File: config.mk
export PLATFORM = sky130hd
export DESIGN_NAME = rotary_encoder_key_event_decoder
export DESIGN_NICKNAME = d
export VERILOG_FILES = /design/src/hdl/rekd_pkg.sv /design/src/hdl/rekd_qdec.sv /design/src/hdl/rekd_key.sv /design/src/hdl/rotary_encoder_key_event_decoder.sv
export SDC_FILE = /design/constraint.sdc
export NUM_CORES = 1
export LEC_CHECK = 0
export ABC_CLOCK_PERIOD_IN_PS = 10600
export BUFFER_PORTS_ARGS = -buffer_cell sky130_fd_sc_hd__buf_2
export CAP_MARGIN = 20
export CORE_ASPECT_RATIO = 1.75
export CORE_MARGIN = 2
export CORE_UTILIZATION = 35
export CTS_BUF_LIST = sky130_fd_sc_hd__clkbuf_16
export DETAILED_ROUTE_END_ITERATION = 6
export SLEW_MARGIN = 20
export SYNTH_ARGS = -nofsm -noshare
export SYNTH_HDL_FRONTEND = slang
export SYNTH_HIERARCHICAL = 1
export SYNTH_SLANG_ARGS = --single-unit
File: constraint.sdc
create_clock -name i_clk -period 10.6 [get_ports i_clk]
set_clock_uncertainty 0.05 [all_clocks]
set_input_delay 1.06 -clock i_clk [delete_from_list [all_inputs] [get_ports i_clk]]
set_output_delay 1.06 -clock i_clk [all_outputs]
set_load 0.01 [all_outputs]
File: src/hdl/rekd_pkg.sv
// shared types, constants and the quadrature lookup for the rotary encoder key decoder
package rekd_pkg;

    localparam int DebounceMaxDef = 8;

    // register reset values
    localparam logic [3:0]  EdgesPerStepRst  = 4'd4;
    localparam logic [15:0] LongpressRst     = 16'd800;
    localparam logic [15:0] SuperlongRst     = 16'd5000;
    localparam logic [15:0] ClickWindowRst   = 16'd300;
    localparam logic [15:0] AccelMidMsRst    = 16'd120;
    localparam logic [15:0] AccelFastMsRst   = 16'd60;
    localparam logic [6:0]  AccelMidStepRst  = 7'd4;
    localparam logic [6:0]  AccelFastStepRst = 7'd16;

    localparam logic [1:0]  MaxClicks = 2'd3;

    typedef enum logic [1:0] {
        CMD_TICK,
        CMD_FETCH_DETENT,
        CMD_FETCH_ACCEL,
        CMD_FETCH_EVENT
    } t_command;

    typedef enum logic [2:0] {
        EV_NONE,
        EV_CLICK,
        EV_DOUBLE,
        EV_TRIPLE,
        EV_LONG,
        EV_SUPER_LONG
    } t_key_event;

    typedef enum logic [2:0] {
        CFG_EDGES_PER_STEP,
        CFG_LONGPRESS_MS,
        CFG_SUPERLONG_MS,
        CFG_CLICK_WINDOW_MS,
        CFG_ACCEL_MID_MS,
        CFG_ACCEL_FAST_MS,
        CFG_ACCEL_MID_STEP,
        CFG_ACCEL_FAST_STEP
    } t_cfg_index;

    typedef struct packed {
        logic [3:0]  edges_per_step;
        logic [15:0] longpress_ms;
        logic [15:0] superlong_ms;
        logic [15:0] click_window_ms;
        logic [15:0] accel_mid_ms;
        logic [15:0] accel_fast_ms;
        logic [6:0]  accel_mid_step;
        logic [6:0]  accel_fast_step;
    } t_cfg;

    // index is {previous ab, current ab}
    function automatic logic signed [1:0] quad_dir(input logic [3:0] idx);
        logic signed [1:0] d;
        unique case (idx)
            4'd1, 4'd7, 4'd8, 4'd14:  d = -2'sd1;
            4'd2, 4'd4, 4'd11, 4'd13: d = 2'sd1;
            default:                  d = 2'sd0;
        endcase
        return d;
    endfunction

endpackage

File: src/hdl/rekd_qdec.sv
// quadrature edge decode, detent counting and accelerated delta
module rekd_qdec import rekd_pkg::*; (
    input  logic               i_clk,
    input  logic               i_rst_n,
    input  logic               i_fire,
    input  t_command           i_command,
    input  logic               i_primed,
    input  logic               i_pin_a,
    input  logic               i_pin_b,
    input  t_cfg               i_cfg,
    output logic signed [7:0]  o_detent_count,
    output logic signed [15:0] o_accel_count
);

    logic [1:0]         r_prev_ab, n_prev_ab;
    logic signed [5:0]  r_edge_sum, n_edge_sum;
    logic [7:0]         r_detent_acc, n_detent_acc;
    logic [15:0]        r_accel_acc, n_accel_acc;
    logic [15:0]        r_tick_count, n_tick_count;
    logic [15:0]        r_last_detent, n_last_detent;

    logic               tick;
    logic [1:0]         ab;
    logic signed [1:0]  dir;
    logic [3:0]         eps;
    logic signed [5:0]  eps_s;
    logic signed [5:0]  sum;
    logic [15:0]        tick_inc;
    logic [15:0]        dt;
    logic [15:0]        step;
    logic               clr_detent;
    logic               clr_accel;

    always_comb begin
        tick     = i_fire && (i_command == CMD_TICK);
        ab       = {i_pin_a, i_pin_b};
        dir      = quad_dir({r_prev_ab, ab});
        eps      = (i_cfg.edges_per_step == 4'd0) ? 4'd1 : i_cfg.edges_per_step;
        eps_s    = $signed({2'b00, eps});
        sum      = r_edge_sum + {{4{dir[1]}}, dir};
        tick_inc = r_tick_count + 16'd1;
        dt       = tick_inc - r_last_detent;
        if (dt <= i_cfg.accel_fast_ms) begin
            step = {9'd0, i_cfg.accel_fast_step};
        end else if (dt <= i_cfg.accel_mid_ms) begin
            step = {9'd0, i_cfg.accel_mid_step};
        end else begin
            step = 16'd1;
        end

        n_prev_ab     = r_prev_ab;
        n_edge_sum    = r_edge_sum;
        n_detent_acc  = r_detent_acc;
        n_accel_acc   = r_accel_acc;
        n_tick_count  = r_tick_count;
        n_last_detent = r_last_detent;

        if (tick) begin
            n_prev_ab = ab;
            if (i_primed) begin
                n_tick_count = tick_inc;
                if (dir != 2'sd0) begin
                    n_edge_sum = sum;
                    if (sum >= eps_s) begin
                        n_edge_sum    = sum - eps_s;
                        n_last_detent = tick_inc;
                        n_detent_acc  = r_detent_acc + 8'd1;
                        n_accel_acc   = r_accel_acc + step;
                    end else if (sum <= -eps_s) begin
                        n_edge_sum    = sum + eps_s;
                        n_last_detent = tick_inc;
                        n_detent_acc  = r_detent_acc - 8'd1;
                        n_accel_acc   = r_accel_acc - step;
                    end
                end
            end
        end

        clr_detent = i_fire && ((i_command == CMD_FETCH_DETENT) ||
                                (i_command == CMD_FETCH_ACCEL));
        clr_accel  = i_fire && (i_command == CMD_FETCH_ACCEL);
    end

    assign o_detent_count = $signed(n_detent_acc);
    assign o_accel_count  = $signed(n_accel_acc);

    always_ff @(posedge i_clk) begin
        if (!i_rst_n) begin
            r_prev_ab     <= '0;
            r_edge_sum    <= '0;
            r_detent_acc  <= '0;
            r_accel_acc   <= '0;
            r_tick_count  <= '0;
            r_last_detent <= '0;
        end else begin
            r_prev_ab     <= n_prev_ab;
            r_edge_sum    <= n_edge_sum;
            r_detent_acc  <= clr_detent ? 8'd0 : n_detent_acc;
            r_accel_acc   <= clr_accel ? 16'd0 : n_accel_acc;
            r_tick_count  <= n_tick_count;
            r_last_detent <= n_last_detent;
        end
    end

endmodule

File: src/hdl/rekd_key.sv
// key debounce, press length measurement and click resolution
module rekd_key import rekd_pkg::*; #(
    parameter int DEBOUNCE_MAX = DebounceMaxDef
) (
    input  logic       i_clk,
    input  logic       i_rst_n,
    input  logic       i_fire,
    input  t_command   i_command,
    input  logic       i_primed,
    input  logic       i_key_level,
    input  t_cfg       i_cfg,
    output logic [2:0] o_key_event
);

    localparam int         DebW   = $clog2(DEBOUNCE_MAX + 1);
    localparam logic [DebW-1:0] DebMax = DebW'(DEBOUNCE_MAX);

    logic [DebW-1:0] r_deb, n_deb;
    logic            r_key_steady, n_key_steady;
    logic            r_key_prev, n_key_prev;
    logic [15:0]     r_press_len, n_press_len;
    logic [15:0]     r_click_wait, n_click_wait;
    logic [1:0]      r_clicks, n_clicks;
    t_key_event      r_pending, n_pending;

    logic tick;
    logic pressed;
    logic clr_event;

    always_comb begin
        tick      = i_fire && (i_command == CMD_TICK);
        pressed   = ~i_key_level;
        clr_event = i_fire && (i_command == CMD_FETCH_EVENT);

        n_deb        = r_deb;
        n_key_steady = r_key_steady;
        n_key_prev   = r_key_prev;
        n_press_len  = r_press_len;
        n_click_wait = r_click_wait;
        n_clicks     = r_clicks;
        n_pending    = r_pending;

        if (tick && !i_primed) begin
            // first tick only captures the key level
            n_key_steady = pressed;
            n_key_prev   = pressed;
        end else if (tick) begin
            // integrating debounce
            if (pressed) begin
                if (r_deb < DebMax) begin
                    n_deb = r_deb + 1'b1;
                end
            end else if (r_deb != '0) begin
                n_deb = r_deb - 1'b1;
            end
            if (n_deb == '0) begin
                n_key_steady = 1'b0;
            end else if (n_deb >= DebMax) begin
                n_key_steady = 1'b1;
            end

            // press length and release classification
            if (n_key_steady) begin
                if (r_press_len < i_cfg.superlong_ms) begin
                    n_press_len = r_press_len + 16'd1;
                end
            end else if (r_key_prev) begin
                if (r_press_len >= i_cfg.superlong_ms) begin
                    n_clicks     = 2'd0;
                    n_click_wait = 16'd0;
                    if (r_pending == EV_NONE) begin
                        n_pending = EV_SUPER_LONG;
                    end
                end else if (r_press_len >= i_cfg.longpress_ms) begin
                    n_clicks     = 2'd0;
                    n_click_wait = 16'd0;
                    if (r_pending == EV_NONE) begin
                        n_pending = EV_LONG;
                    end
                end else if (r_press_len != 16'd0) begin
                    if (r_clicks < MaxClicks) begin
                        n_clicks = r_clicks + 2'd1;
                    end
                    n_click_wait = 16'd0;
                end
                n_press_len = 16'd0;
            end
            n_key_prev = n_key_steady;

            // click window expiry
            if (!n_key_steady && (n_clicks != 2'd0)) begin
                if (n_click_wait < i_cfg.click_window_ms) begin
                    n_click_wait = n_click_wait + 16'd1;
                end else if (n_pending == EV_NONE) begin
                    n_pending    = t_key_event'({1'b0, n_clicks});
                    n_clicks     = 2'd0;
                    n_click_wait = 16'd0;
                end
            end
        end
    end

    assign o_key_event = n_pending;

    always_ff @(posedge i_clk) begin
        if (!i_rst_n) begin
            r_deb        <= '0;
            r_key_steady <= 1'b0;
            r_key_prev   <= 1'b0;
            r_press_len  <= '0;
            r_click_wait <= '0;
            r_clicks     <= '0;
            r_pending    <= EV_NONE;
        end else begin
            r_deb        <= n_deb;
            r_key_steady <= n_key_steady;
            r_key_prev   <= n_key_prev;
            r_press_len  <= n_press_len;
            r_click_wait <= n_click_wait;
            r_clicks     <= n_clicks;
            r_pending    <= clr_event ? EV_NONE : n_pending;
        end
    end

endmodule

File: src/hdl/rotary_encoder_key_event_decoder.sv
// top level: input register, encoder and key units, configuration and result register
// a transaction passes through the input register and then the result register
// throughput: one per cycle without a stall, set by the single state update in the unit stage
// an input register and the result register form a skid pair, so one more transaction
// is taken while a result is stalled
// reset: synchronous active low, clears all counters, the pending event and config to defaults
module rotary_encoder_key_event_decoder import rekd_pkg::*; #(
    parameter int DEBOUNCE_MAX = DebounceMaxDef
) (
    input  logic               i_clk,
    input  logic               i_rst_n,
    // item channel in
    input  logic               i_valid,
    output logic               o_stall,
    input  logic [1:0]         i_command,
    input  logic               i_pin_a,
    input  logic               i_pin_b,
    input  logic               i_key_level,
    // result channel out
    output logic               o_valid,
    input  logic               i_stall,
    output logic signed [7:0]  o_detent_count,
    output logic signed [15:0] o_accel_count,
    output logic [2:0]         o_key_event,
    // configuration writes
    input  logic               i_cfg_valid,
    output logic               o_cfg_ready,
    input  logic [2:0]         i_cfg_index,
    input  logic [15:0]        i_cfg_data
);

    // input register stage
    logic               r_in_valid;
    t_command           r_in_command;
    logic               r_in_pin_a;
    logic               r_in_pin_b;
    logic               r_in_key_level;

    // result register
    logic               r_out_valid;
    logic signed [7:0]  r_out_detent;
    logic signed [15:0] r_out_accel;
    logic [2:0]         r_out_event;

    // configuration registers
    t_cfg               r_cfg;

    // set once the first tick has captured pin levels
    logic               r_primed;

    logic               out_blocked;
    logic               fire;
    logic signed [7:0]  detent_next;
    logic signed [15:0] accel_next;
    logic [2:0]         event_next;

    // result waits on a stalled consumer; the input register only stalls when it is also full
    assign out_blocked = r_out_valid && i_stall;
    assign o_stall     = r_in_valid && out_blocked;
    assign fire        = r_in_valid && !out_blocked;

    assign o_cfg_ready = 1'b1;

    always_ff @(posedge i_clk) begin
        if (!i_rst_n) begin
            r_in_valid <= 1'b0;
        end else if (!o_stall) begin
            r_in_valid <= i_valid;
        end
    end

    always_ff @(posedge i_clk) begin
        if (!o_stall && i_valid) begin
            r_in_command   <= t_command'(i_command);
            r_in_pin_a     <= i_pin_a;
            r_in_pin_b     <= i_pin_b;
            r_in_key_level <= i_key_level;
        end
    end

    // primed flag: the first tick only captures levels
    always_ff @(posedge i_clk) begin
        if (!i_rst_n) begin
            r_primed <= 1'b0;
        end else if (fire && (r_in_command == CMD_TICK)) begin
            r_primed <= 1'b1;
        end
    end

    // config write decode
    always_ff @(posedge i_clk) begin
        if (!i_rst_n) begin
            r_cfg.edges_per_step  <= EdgesPerStepRst;
            r_cfg.longpress_ms    <= LongpressRst;
            r_cfg.superlong_ms    <= SuperlongRst;
            r_cfg.click_window_ms <= ClickWindowRst;
            r_cfg.accel_mid_ms    <= AccelMidMsRst;
            r_cfg.accel_fast_ms   <= AccelFastMsRst;
            r_cfg.accel_mid_step  <= AccelMidStepRst;
            r_cfg.accel_fast_step <= AccelFastStepRst;
        end else if (i_cfg_valid && o_cfg_ready) begin
            unique case (t_cfg_index'(i_cfg_index))
                CFG_EDGES_PER_STEP:  r_cfg.edges_per_step  <= i_cfg_data[3:0];
                CFG_LONGPRESS_MS:    r_cfg.longpress_ms    <= i_cfg_data;
                CFG_SUPERLONG_MS:    r_cfg.superlong_ms    <= i_cfg_data;
                CFG_CLICK_WINDOW_MS: r_cfg.click_window_ms <= i_cfg_data;
                CFG_ACCEL_MID_MS:    r_cfg.accel_mid_ms    <= i_cfg_data;
                CFG_ACCEL_FAST_MS:   r_cfg.accel_fast_ms   <= i_cfg_data;
                CFG_ACCEL_MID_STEP:  r_cfg.accel_mid_step  <= i_cfg_data[6:0];
                CFG_ACCEL_FAST_STEP: r_cfg.accel_fast_step <= i_cfg_data[6:0];
                default: ;
            endcase
        end
    end

    // encoder path: edges, detents and accelerated delta
    rekd_qdec u_qdec (
        .i_clk          (i_clk),
        .i_rst_n        (i_rst_n),
        .i_fire         (fire),
        .i_command      (r_in_command),
        .i_primed       (r_primed),
        .i_pin_a        (r_in_pin_a),
        .i_pin_b        (r_in_pin_b),
        .i_cfg          (r_cfg),
        .o_detent_count (detent_next),
        .o_accel_count  (accel_next)
    );

    // key path: debounce, press timing and click resolution
    rekd_key #(
        .DEBOUNCE_MAX (DEBOUNCE_MAX)
    ) u_key (
        .i_clk       (i_clk),
        .i_rst_n     (i_rst_n),
        .i_fire      (fire),
        .i_command   (r_in_command),
        .i_primed    (r_primed),
        .i_key_level (r_in_key_level),
        .i_cfg       (r_cfg),
        .o_key_event (event_next)
    );

    // result register, values shown before any fetch clear
    always_ff @(posedge i_clk) begin
        if (!i_rst_n) begin
            r_out_valid <= 1'b0;
        end else if (!out_blocked) begin
            r_out_valid <= fire;
        end
    end

    always_ff @(posedge i_clk) begin
        if (fire) begin
            r_out_detent <= detent_next;
            r_out_accel  <= accel_next;
            r_out_event  <= event_next;
        end
    end

    assign o_valid        = r_out_valid;
    assign o_detent_count = r_out_detent;
    assign o_accel_count  = r_out_accel;
    assign o_key_event    = r_out_event;

`ifndef SYNTHESIS
    a_stall_needs_full: assert property (@(posedge i_clk) disable iff (!i_rst_n)
        o_stall |-> (r_in_valid && r_out_valid))
        else $error("input stalled without both stages full");

    a_fire_gives_result: assert property (@(posedge i_clk) disable iff (!i_rst_n)
        fire |=> r_out_valid)
        else $error("processed transaction produced no result");

    a_blocked_holds: assert property (@(posedge i_clk) disable iff (!i_rst_n)
        out_blocked |=> (r_out_valid && $stable(r_out_event) && $stable(r_out_accel)))
        else $error("stalled result register changed");

    a_primed_after_tick: assert property (@(posedge i_clk) disable iff (!i_rst_n)
        (fire && (r_in_command == CMD_TICK)) |=> r_primed)
        else $error("tick did not prime the decoder");
`endif

endmodule
Word level (Yosys, flattened, before mapping)
Memory sizes are Yosys's and may differ from the RTL's.
Index checks and enable logic that the tools add are counted.
{"block": "classes", "add_sub_neg": 15, "magnitude_cmp": 11, "eq_ne": 11, "mux": 65, "bitwise_logic": 3, "n_reduce_logical": 44}
{"cell": "$mux 16", "n": 21}
{"cell": "$add 16x1->16 const B", "n": 3}
{"cell": "$mux 8", "n": 5}
{"cell": "$mux 3", "n": 13}
{"cell": "$ge 16x16->1", "n": 2}
{"cell": "$le 16x16->1", "n": 2}
{"cell": "$lt 16x16->1", "n": 2}
{"cell": "$sub 16x16->16", "n": 2}
{"cell": "$mux 4", "n": 6}
{"cell": "$mux 2", "n": 11}
{"cell": "$reduce_and 2->1", "n": 10}
{"cell": "$add 16x16->16", "n": 1}
{"cell": "$reduce_bool 16->1", "n": 1}
{"cell": "$eq 3x3->1 const B", "n": 4}
{"cell": "$mux 6", "n": 2}
{"cell": "$logic_and 1x1->1", "n": 10}
{"cell": "$reduce_bool 2->1", "n": 5}
{"cell": "$logic_not 3->1", "n": 3}
{"cell": "$add 8x1->8 const B", "n": 1}
{"cell": "$logic_not 4->1", "n": 2}
{"cell": "$reduce_and 4->1", "n": 2}
{"cell": "$sub 8x1->8 const B", "n": 1}
{"cell": "$mux 7", "n": 1}
{"cell": "$add 6x5->6", "n": 1}
{"cell": "other kinds (24)", "n": 38}
{"block": "totals", "register_bits": 239, "rom_bits": 32, "input_bits": 29, "out_inout_bits": 30, "elab_cells": 180, "n_memories": 1}
{"name": "(name not given)", "words": 16, "width": 2, "read_ports": 1, "rd_ports_with_merged_regs": 0, "write_ports": 0, "line_no": "rekd_pkg.sv:59", "rtl": "unique case (idx)"}

Depth between registers and ports, before layout
{"block": "depth", "depth_word": 20, "mapped_depth": 29}

Modules after synthesis
Netlist, hierarchy kept.
{"mod": "rekd_qdec", "instances": 1, "cells_per_inst": 887, "area_each_um2": 6852.8, "seq_area_each_um2": 1281.2}
{"mod": "rotary_encoder_key_event_decoder", "instances": 1, "cells_per_inst": 403, "area_each_um2": 4890.9, "seq_area_each_um2": 2982.9}
{"mod": "rekd_key", "instances": 1, "cells_per_inst": 504, "area_each_um2": 3819.9, "seq_area_each_um2": 840.8}

Worst setup path before layout
No wires, ideal clock.
{"block": "synth_path", "kind": "reg-to-reg", "from": "register u_qdec.r_tick_count[0]", "to": "register r_out_accel[10] (netlist: o_accel_count[10]), data pin", "arrival_ns": 5.813, "required_ns": 10.295, "setup_slack_ns": 4.482, "path_stages_with_launch": 27, "path_buffers": 1, "path_cell_list": "dfxtp_1 > nand3_1 > nor2_1 > nand3_1 > nor2_1 > xor2_1 > ha_1 > and3_1 > a21oi_1 > o21ai_0 > o41ai_1 > xnor2_1 > ha_1 > o21a_1 > o21ai_0 > a21oi_1 > o21ai_1 > buf_2 > mux2_2 > fa_1 > a211oi_1 > o21ai_0 > a21oi_1 > nor2_1 > nor4b_1 > or3_1 > and2_1"}
{"block": "synth_between", "elab_chain_len": 11}
{"element": "from (decl)", "line_no": "rekd_qdec.sv:19", "rtl": "logic [15:0] r_tick_count, n_tick_count;"}
{"element": "from (signal assigned)", "line_no": "rekd_qdec.sv:100", "rtl": "r_tick_count <= n_tick_count;"}
{"element": "$add 16x1->16 (*)", "line_no": "rekd_qdec.sv:41", "rtl": "tick_inc = r_tick_count + 16'd1;"}
{"element": "net u_qdec.tick_inc[9]", "line_no": "rekd_qdec.sv:28", "rtl": "logic [15:0] tick_inc;"}
{"element": "$sub 16x16->16 (*)", "line_no": "rekd_qdec.sv:42", "rtl": "dt = tick_inc - r_last_detent;"}
{"element": "$le 16x16->1", "line_no": "rekd_qdec.sv:45", "rtl": "end else if (dt <= i_cfg.accel_mid_ms) begin"}
{"element": "$mux 7", "line_no": "rekd_qdec.sv:45"}
{"element": "$mux 16 (*)", "line_no": "rekd_qdec.sv:43", "rtl": "if (dt <= i_cfg.accel_fast_ms) begin"}
{"element": "$sub 16x16->16", "line_no": "rekd_qdec.sv:73", "rtl": "n_accel_acc = r_accel_acc - step;"}
{"element": "$mux 16", "line_no": "rekd_qdec.sv:69", "rtl": "end else if (sum <= -eps_s) begin"}
{"element": "$mux 16 (*)", "line_no": "rekd_qdec.sv:64", "rtl": "if (sum >= eps_s) begin"}
{"element": "$mux 16 (*)", "line_no": "rekd_qdec.sv:62", "rtl": "if (dir != 2'sd0) begin"}
{"element": "$mux 16 (*)", "line_no": "rekd_qdec.sv:60", "rtl": "if (i_primed) begin"}
{"element": "$mux 16 (*)", "line_no": "rekd_qdec.sv:58", "rtl": "if (tick) begin"}
{"element": "net accel_next[10]", "line_no": "rotary_encoder_key_event_decoder.sv:54", "rtl": "logic signed [15:0] accel_next;"}
{"element": "to (signal assigned)", "line_no": "rotary_encoder_key_event_decoder.sv:156", "rtl": "r_out_accel <= accel_next;"}
{"element": "to (decl)", "line_no": "rotary_encoder_key_event_decoder.sv:42", "rtl": "logic signed [15:0] r_out_accel;"}
Mark *: on every way through the listed nets, which the timed path passes. The rest lies on a longest branch.
A chain may end at the register's enable or synchronous reset.

Worst setup path after layout
Ends and elaborated chain as after synthesis.

==> impl_metrics.py <==
metrics = {
    "critical_path": {
        "crit_arrival_ns": 7.47,
        "cpPeakStageDelay_ns": 0.73,
        "r2r_end": "o_accel_count[10]",
        "worstSetupPathType": "reg2reg",
        "endpoint_kind": "flop",
        "slowest_stage": "a211oi_1",
        "regToRegSetupSlack_ns": 3.40,
        "start_kind": "flop",
        "ff2ff_path_depth": 26,
        "crit_required_ns": 10.87,
        "r2r-start": "u_qdec/r_tick_count[0]",
        "critPathMaxFanout": 7,
    },
    "pwr": {
        "vdd_drop_max_mv": 0.113,
        "powerDensity_mw_per_mm2": 123,
        "p_leak_nw": 7.33,
    },
    "global_routing": {
        "grt_antenna_before_repair": 0,
        "grt.total_usage_pct": 18.0,
        "globalRoute.totalOverflow": 0,
        "grt_pass1_vias": 12847,
        "grt_pass1_wl_mm": 66.9,
        "grt_start_max_net_pins": 77,
    },
    "sta": {
        "max_slew.worst_pin.slew_ns": 1.10,
        "period_needed_ns": 7.20,
        "max_freq_mhz": 139,
        "drv_slew": 0,
        "hold_viol_final": 0,
        "min_period_over_period_pct": 67.9,
        "setup_viol": 0,
        "rsz0062_at_grt": "no",
        "whs_ns": 0.410,
        "slew_headroom_pct": 26.5,
        "tns_ns": 0,
    },
    "worst_hold_path": {
        "hp-start": "r_cfg[57]",
        "hold_path_end": "r_cfg[57]",
        "min_path_type": "reg2reg",
        "min_path_cells": 2,
    },
    "clocking": {
        "hold_buffers": 0,
        "numCtsBuffers": 26,
        "clock_path_buffers": 3,
        "cts_tree": "built",
        "cts.htree.levels": 1,
        "clkLatencyLatePin_ns": 0.57,
        "root_buffer": "clkbuf_16",
        "clock-sinks": 239,
        "cts_resized": 0,
        "clkTransAtPathRegs_ns": 0.06,
        "post-cts-setup-buffers": 0,
    },
    "floorplanning": {
        "ios": 59,
        "die_w_um": 163,
        "die_area_sq_mm": 0.0462,
        "core_sq_mm": 0.0440,
        "initial_core_util_pct": 35.3,
        "num_rows": 102,
        "die_y_um": 283,
    },
    "layout": {
        "final_cell_mix": "dfxtp_1 (207), nand2_1 (195), inv_1 (148)",
        "fillers": 4490,
        "fin_nets": 1991,
        "drive_above_1_share_pct": 8.74,
        "fin_area_sq_mm": 0.0171,
        "final-instance-count-excl-fill": 2403,
        "layout_commonest_cell": "dfxtp_1",
        "area_growth_syn_to_layout_pct": 10.0,
    },
    "outcome": {
        "status": "completed",
    },
    "routing": {
        "dr.pass1.iters": 5,
        "viasPerCell": 5.32,
        "finalWirelength_mm": 41.7,
        "vias": 12777,
        "initialDrtViolationCount": 629,
        "wl_per_cell_um": 17.4,
        "ant_nets": 0,
        "drc": 0,
    },
    "synth": {
        "syn_nets": 1974,
        "ys_seq_elements": 239,
        "yosys.cell_types.count": 101,
        "yosysSeqAreaShare_pct": 32.8,
        "netlist_area_sq_mm": 0.0156,
        "synth-edff-count": 32,
        "syn-instance-count": 1794,
        "syn_avg_cell_area_sq_um": 8.68,
        "synth_flop_cell": "dfxtp_1",
        "ys_warn_count": 6,
        "async_flop_share_pct": 0,
    },
    "flow_run": {
        "maxCapViolations": 0,
    },
    "placed_design": {
        "numPortBuffers": 57,
        "dp.cells": 2355,
        "dpl_cell_area_sq_mm": 0.0162,
        "gp_congestion": 0.908,
        "hpwl_mm": 31.6,
    },
}
[sequential cells by signal, indices dropped and copies added (netlist names), 2 cells and up]
name / cells
u_key/r_pending: 3
u_key/r_deb: 4
u_key/r_press_len: 16
o_detent_count: 8
u_qdec/r_detent_acc: 8
r_in_command: 2
u_qdec/r_edge_sum: 6
u_key/r_click_wait: 16
r_cfg: 98
u_qdec/r_prev_ab: 2
u_qdec/r_last_detent: 16
u_qdec/r_tick_count: 16
u_key/r_clicks: 2
o_key_event: 3
o_accel_count: 16
u_qdec/r_accel_acc: 16
[synth_stat cells (35+ instances only)]
cell type	number	share of area, %
dfxtp_1	207	27
nand2_1	195	4.7
ha_1	145	12
inv_1	145	3.5
mux2i_1	119	7.7
a21oi_1	106	3.4
nor2_1	97	2.3
o21ai_0	80	2.6
nor2b_1	53	2.1
nor3_1	50	1.6
nand3_1	46	1.5
xnor2_1	41	2.3
clkbuf_1	36	0.87
nand4_1	35	1.4
[worst max path at each step]
| stage | startpoint | end | slack [ns] |
|---|---|---|---|
| 6_report | u_qdec/r_tick_count[0] | o_accel_count[10] | 3.40 |
| 5_1_grt | u_qdec/r_tick_count[0] | o_accel_count[10] | 2.86 |
| 4_1_cts | u_qdec/r_tick_count[0] | o_accel_count[10] | 3.43 |
| 3_5_place_dp | u_qdec/r_tick_count[0] | o_accel_count[10] | 3.45 |
| 3_3_place_gp | u_qdec/r_tick_count[0] | o_accel_count[10] | 3.61 |
| 2_1_floorplan | u_qdec/r_tick_count[0] | o_accel_count[10] | 4.48 |
[power by group]
group	leakage, nW	total [W]	switching [W]	internal [W]
clock	0.429	0.000932	0.000409	0.000524
combinational	4.92	0.000242	0.000161	0.0000810
sequential	1.98	0.000941	0.00000960	0.000931
total	7.33	0.00211	0.000579	0.00154
[cells by family after synthesis]
logic type | Yosys count | share of synthesized area, %
and+or+nand+nor | 617 | 20.4
AOI/OAI and AO/OA | 359 | 15.5
DFF | 239 | 32.8
buffers and inverters | 229 | 6.42
adders and majority gates | 151 | 12.4
muxes | 126 | 8.23
xor gates and xnor gates | 71 | 4.26
other | 2 | 0.0483
[per-layer routing]
| layer | track usage, % | share of wire (%) |
|---|---|---|
| met5 | 0 | 0 |
| met4 | 9.29 | 4.9 |
| met3 | 1.89 | 3.4 |
| met2 | 33.7 | 53 |
| met1 | 19.7 | 39 |
[worst max-delay path: cells and delay by family (launching register included)]
| kind | cells | cell delay [ns] |
|---|---|---|
| flip-flops | 1 | 0.44 |
| adder cells (fa/ha/maj) | 4 | 1.30 |
| AO/OA/AOI/OAI | 10 | 2.78 |
| AND/OR/NAND/NOR | 9 | 1.88 |
| multiplexers | 1 | 0.11 |
| XOR/XNOR | 2 | 0.39 |
[final cells by class]
class / count / area [sq um] / share of cell area, %
tap: 572 / 716 / 4.18
antenna: 1 / 2.50 / 0.0146
multi-input combinational: 1326 / 9480 / 55.4
timing repair buffer: 71 / 393 / 2.29
sequential: 239 / 5100 / 29.8
inverter: 147 / 554 / 3.24
clock buffer: 29 / 726 / 4.24
clock inverter: 18 / 148 / 0.862
[metrics by stage]
stage                     total power (W)  worst slack (ns)  util (%)
after floorplan                   0.00113              4.48         -
after global placement            0.00120              3.61      36.9
after detailed placement          0.00120              3.45      36.9
after CTS                         0.00214              3.43      38.9
after global routing              0.00219              2.86      38.9
final                             0.00211              3.40      38.9
Note: power is estimated with default switching activity, not from simulation.
